[config.mk]
export PLATFORM = sky130hd
export DESIGN_NAME = ibad_ctrl
export DESIGN_NICKNAME = d
export VERILOG_FILES = /design/src/rtl/ibad_pkg.sv /design/src/rtl/ibad_ctrl.sv
export VERILOG_INCLUDE_DIRS = /design/src /design/src/rtl
export SDC_FILE = /design/constraint.sdc
export NUM_CORES = 1
export LEC_CHECK = 0
export BUFFER_PORTS_ARGS = -buffer_cell sky130_fd_sc_hd__buf_2
export CAP_MARGIN = 20
export CORE_AREA = 2 2 39 41
export CTS_CLUSTER_DIAMETER = 60
export CTS_CLUSTER_SIZE = 28
export DETAILED_ROUTE_END_ITERATION = 6
export DIE_AREA = 0 0 41 43
export PLACE_DENSITY = 0.51
export SKIP_CTS_REPAIR_TIMING = 1
export SLEW_MARGIN = 20
export SYNTH_ARGS = -nofsm -noshare
export SYNTH_HDL_FRONTEND = slang
export SYNTH_SLANG_ARGS = --single-unit
[constraint.sdc]
create_clock -name clk_i -period 1.3 [get_ports clk_i]
set_clock_uncertainty 0.15 [all_clocks]
set_input_delay 0.065 -clock clk_i [delete_from_list [all_inputs] [get_ports clk_i]]
set_output_delay 0.065 -clock clk_i [all_outputs]
set_load 0.03 [all_outputs]
[src/rtl/assert_macros.svh]
// Assertion macros shared by the downsampler RTL.
// Each macro expects clk_i and rst_ni to exist in the module that uses it.
`ifndef ASSERT_MACROS_SVH
`define ASSERT_MACROS_SVH

// Immediate implication: the consequent holds in the same cycle.
`define IBAD_ASSERT_IMPL(lbl, ante, cons) \
  lbl: assert property (@(posedge clk_i) disable iff (!rst_ni) (ante) |-> (cons)) \
    else $error("ibad assertion failed");

// Next-cycle implication: the consequent holds in the cycle after the antecedent.
`define IBAD_ASSERT_NEXT(lbl, ante, cons) \
  lbl: assert property (@(posedge clk_i) disable iff (!rst_ni) (ante) |=> (cons)) \
    else $error("ibad assertion failed");

`endif

[src/rtl/ibad_pkg.sv]
// Shared constants, codes and control/status types of the downsampler.
// Used by every module of the block but ibad_ram; depends on nothing.
package ibad_pkg;

  localparam int MAX_COLS       = 2048;
  localparam int MAX_ROWS       = 2048;
  localparam int STEP_FRAC_BITS = 8;

  localparam int PIX_W      = 8;
  localparam int STEP_W     = 13;
  localparam int SIZE_W     = 12;
  localparam int POS_W      = 11;
  localparam int IDX_W      = 12;
  localparam int EDGE_W     = IDX_W + STEP_FRAC_BITS;
  localparam int SUM_W      = 16;
  localparam int BIN_W      = 5;
  localparam int CNT_W      = 2 * BIN_W;
  localparam int ADDR_W     = $clog2(MAX_COLS);
  localparam int CFG_IDX_W  = 2;
  localparam int CFG_DATA_W = STEP_W;
  localparam int DIVN_W     = SIZE_W + STEP_FRAC_BITS;
  localparam int DIVD_W     = STEP_W;
  localparam int DIVC_W     = $clog2(DIVN_W + 1);

  localparam logic [STEP_W-1:0] STEP_MIN   = STEP_W'(1 << STEP_FRAC_BITS);
  localparam logic [STEP_W-1:0] STEP_MAX   = STEP_W'(16 << STEP_FRAC_BITS);
  localparam logic [STEP_W-1:0] STEP_RESET = STEP_W'(640);
  localparam logic [SIZE_W-1:0] SIZE_RESET = SIZE_W'(1200);
  localparam logic [PIX_W-1:0]  PIX_FULL   = PIX_W'(255);

  localparam logic [CFG_IDX_W-1:0] CFG_STEP = CFG_IDX_W'(0);
  localparam logic [CFG_IDX_W-1:0] CFG_ROWS = CFG_IDX_W'(1);
  localparam logic [CFG_IDX_W-1:0] CFG_COLS = CFG_IDX_W'(2);

  typedef enum logic [1:0] {
    DIV_NCOL,
    DIV_NROW,
    DIV_MEAN
  } div_sel_e;

  typedef struct packed {
    logic     clear;
    logic     accept;
    logic     update;
    logic     div_start;
    div_sel_e div_sel;
    logic     take_ncol;
    logic     take_nrow;
    logic     out_load;
  } ctrl_cmd_t;

  typedef struct packed {
    logic restart;
    logic emit;
    logic div_busy;
    logic out_free;
  } dp_sts_t;

endpackage

[src/rtl/ibad_ctrl.sv]
// Controller state machine: setup divisions, pixel sequencing and result hand-off.
// Depends on ibad_pkg and assert_macros.svh.
`include "assert_macros.svh"

module ibad_ctrl (
  input  logic                clk_i,
  input  logic                rst_ni,
  input  logic                in_valid_i,
  input  ibad_pkg::dp_sts_t   sts_i,
  output ibad_pkg::ctrl_cmd_t cmd_o,
  output logic                in_stall_o
);

  localparam logic [2:0] S_SETUP  = 3'd0;
  localparam logic [2:0] S_NCOL   = 3'd1;
  localparam logic [2:0] S_NROW   = 3'd2;
  localparam logic [2:0] S_IDLE   = 3'd3;
  localparam logic [2:0] S_UPDATE = 3'd4;
  localparam logic [2:0] S_MEAN   = 3'd5;

  logic [2:0] state_q;
  logic [2:0] state_d;

  assign in_stall_o = (state_q != S_IDLE) || sts_i.restart;

  always_comb begin
    cmd_o         = '0;
    cmd_o.div_sel = ibad_pkg::DIV_NCOL;
    state_d       = state_q;
    unique case (state_q)
      S_SETUP: begin
        cmd_o.clear     = 1'b1;
        cmd_o.div_start = 1'b1;
        cmd_o.div_sel   = ibad_pkg::DIV_NCOL;
        state_d         = S_NCOL;
      end
      S_NCOL: begin
        if (!sts_i.div_busy) begin
          cmd_o.take_ncol = 1'b1;
          cmd_o.div_start = 1'b1;
          cmd_o.div_sel   = ibad_pkg::DIV_NROW;
          state_d         = S_NROW;
        end
      end
      S_NROW: begin
        if (!sts_i.div_busy) begin
          cmd_o.take_nrow = 1'b1;
          state_d         = S_IDLE;
        end
      end
      S_IDLE: begin
        if (in_valid_i && !sts_i.restart) begin
          cmd_o.accept = 1'b1;
          state_d      = S_UPDATE;
        end
      end
      S_UPDATE: begin
        cmd_o.update = 1'b1;
        if (sts_i.emit) begin
          cmd_o.div_start = 1'b1;
          cmd_o.div_sel   = ibad_pkg::DIV_MEAN;
          state_d         = S_MEAN;
        end else begin
          state_d = S_IDLE;
        end
      end
      S_MEAN: begin
        if (!sts_i.div_busy && sts_i.out_free) begin
          cmd_o.out_load = 1'b1;
          state_d        = S_IDLE;
        end
      end
      default: begin
        state_d = S_SETUP;
      end
    endcase
    if (sts_i.restart) begin
      state_d = S_SETUP;
    end
  end

  always_ff @(posedge clk_i or negedge rst_ni) begin
    if (!rst_ni) begin
      state_q <= S_SETUP;
    end else begin
      state_q <= state_d;
    end
  end

  `IBAD_ASSERT_NEXT(a_plain_pixel_returns,
                    state_q == S_UPDATE && !sts_i.emit && !sts_i.restart,
                    state_q == S_IDLE)
  `IBAD_ASSERT_IMPL(a_start_on_idle_divider,
                    cmd_o.div_start && state_q != S_SETUP,
                    !sts_i.div_busy)
  `IBAD_ASSERT_IMPL(a_accept_when_ready,
                    cmd_o.accept,
                    state_q == S_IDLE && !sts_i.div_busy && !sts_i.restart)

endmodule

==> metrics.cfg <==
[hold_path]
hold_path_class=in -> reg

[placement]
io_buffers=16
post-dp-hpwl_um=724.6
place_area_um2=498.0
gp_congestion=0.7170
place_ws_ns=-0.1198
placed_cells_incl_taps=76

[synth]
yosysSeqAreaShare_pct=27.03
syn_area_um2=277.8
syn_avg_cell_area_um2=7.936
synth_seq_cells=3
synth.distinct_cells=21
synth_xor_area_share_pct=0
synth_top_family_by_area=simple AND/OR/NAND/NOR gates
syn_inst=35
synth_fa_ha_area_share_pct=0
synth_compound_area_share_pct=18.47
synth.net_count=42
ys_warn_count=0
synth.area.mux_share_pct=0
synth-simple-area-share_pct=45.95

[worst_setup_path]
critPathLaunchType=register
crit_required_ns=1.09
setup.worst_path.end_class=output pin
crit_arrival_ns=1.42
crit_type=reg -> out
cp_max_fo=6
reg2reg_slack_ns=-0.09

[cells_and_area]
top_regs=state_q x3
final_nets=75
area_delta_synth_final_pct=133.8
multi_input_area_um2=266.5
antenna_cells=0
fin_cells=83
largest_reg_flops=3
seqCellArea_um2=77.57
drive_gt1_share_pct=73.13
fill_cells=139
regMostFlops=state_q
fin_area_um2=649.4

[timing]
slew_headroom_pct=84.53
setup_tns_ns=-2.479
worst_slew_pin_slew_ns=0.2304
grt_setup_unrepaired=yes
finalHoldViolCount=0
setup-violations-final=13
post-route-period-util_pct=126.0
setup_slack_ns=-0.3381
min_period_ns=1.638
finalMaxSlewViolations=0
fmax_ghz=0.6105

[floorplanning]
die-area_um2=1763
coreArea_um2=1384
fp.dieW_um=41
ioPinCount=17
die_h_um=43
initial_core_util_pct=20.07
num_rows=14

[drt]
dr.pass1.iters=2
drt_iter0_drc=1
wl_per_cell_um=11.45
vias=374
routed_wl_um=950
ant_nets=0
drc_errors=0
avgViaCountPerCell=4.506

[clock_network]
cts_tree=built
numClockSinks=3
path_clk_slew_ns=0.04
clock_latency_ns=0.23
clk_path_buf_depth=2
root_buffer=clkbuf_4
cts-buffers-inserted=3
htree_levels=1

[run_status]
status=finished, violations left
violations=setup timing

[grt]
grt_pass1_vias=342
grt_max_degree=7
grt_pass1_wl_um=1449
grt_use_total_pct=12.16
grt_overflow=0
antenna_found_initial=0

[pwr]
power_density_nw_per_um2=1498
peakVddDrop_uv=946.9
leakage_uw=0.0002883
p_total_uw=972.5

[flow_run]
cap_violations=0

## cell families (layout without fill, tap and decap cells)
logic type	count (synthesis)	in the layout
AND/OR/NAND/NOR	21	21
AO/OA/AOI/OAI	7	7
flip-flops	3	3
buffers and inverters	4	36
## cells in the final DEF (no fill, tap or decap), types with 2 or more instances in the layout
cell type      instances
dfrtp_2                2
clkbuf_4               3
buf_6                 10
inv_1                  2
a21oi_1                3
dlygate4sd3_1          2
buf_4                 11
nor3_1                 2
buf_2                  6
nor2_1                 2
nor2_4                 2
nor4_4                 3
## path summary, 6_finish.rpt
kind	from	endpoint	cells after the start
max in group asynchronous	rst_ni	state_q[1]$_DFFE_PN0P_	2
worst min-delay path	sts_i[3]	state_q[1]$_DFFE_PN0P_	3
worst max-delay path	state_q[2]$_DFFE_PN0P_	cmd_o[5]	4
min in group asynchronous	rst_ni	state_q[2]$_DFFE_PN0P_	2
worst min register to register	state_q[1]$_DFFE_PN0P_	state_q[1]$_DFFE_PN0P_	2
worst max register to register	state_q[2]$_DFFE_PN0P_	state_q[0]$_DFFE_PN0P_	4
## Yosys cell counts
cell type / instances / area share, %
a21oi_1: 3 / 5.4
a311oi_1: 1 / 3.2
and2_2: 1 / 2.7
and2b_4: 1 / 3.6
and3_2: 1 / 2.7
buf_6: 1 / 4.1
clkinv_2: 1 / 1.8
dfrtp_1: 3 / 27
inv_1: 2 / 2.7
nand2_1: 2 / 2.7
nand2_4: 1 / 4.1
nor2_1: 5 / 6.8
nor2b_1: 1 / 2.3
nor3_1: 2 / 3.6
nor3_2: 1 / 3.6
nor4_1: 3 / 6.8
o2bb2ai_1: 2 / 6.3
o32a_1: 1 / 3.6
or2_2: 1 / 2.3
or2b_1: 1 / 2.7
or3_1: 1 / 2.3
## critical path, cell delays in order, from the launching register on
cell     delay [ns]
dfrtp_2        0.42
or2b_4         0.26
nor3_4         0.04
or3_4          0.32
buf_6          0.14
## where the power goes
group          switching (µW)  total, µW  internal [µW]
Combinational             332        665            333
Sequential               30.4        146            116
Clock                    46.1        161            115
## metal layers
layer  part of all wire [%]  vias to the layer above  track usage, %
met3                    2.5                        0           4.712
met4                      0                        0           2.000
li1                       -                      192               -
met5                      0                        -               0
met1                     47                      174           15.81
met2                     50                        8           18.75
## final cells by class
| cell class | instances | share of cell area (%) |
|---|---|---|
| Timing Repair Buffer | 29 | 37.76 |
| Sequential cell | 3 | 11.95 |
| Inverter | 3 | 2.119 |
| Clock buffer | 4 | 4.046 |
| Tap cell | 16 | 3.083 |
| Multi-Input combinational cell | 28 | 41.04 |
## per-stage QoR
stage                     util, %  hold WS, ns
after floorplan                 -      -0.3806
after global placement      35.99      -0.2873
after detailed placement    35.99      -0.2881
after CTS                   37.88      -0.5359
after global routing        46.93      0.01495
final                       46.93     0.004214
Note: power is estimated with default switching activity, not from simulation.
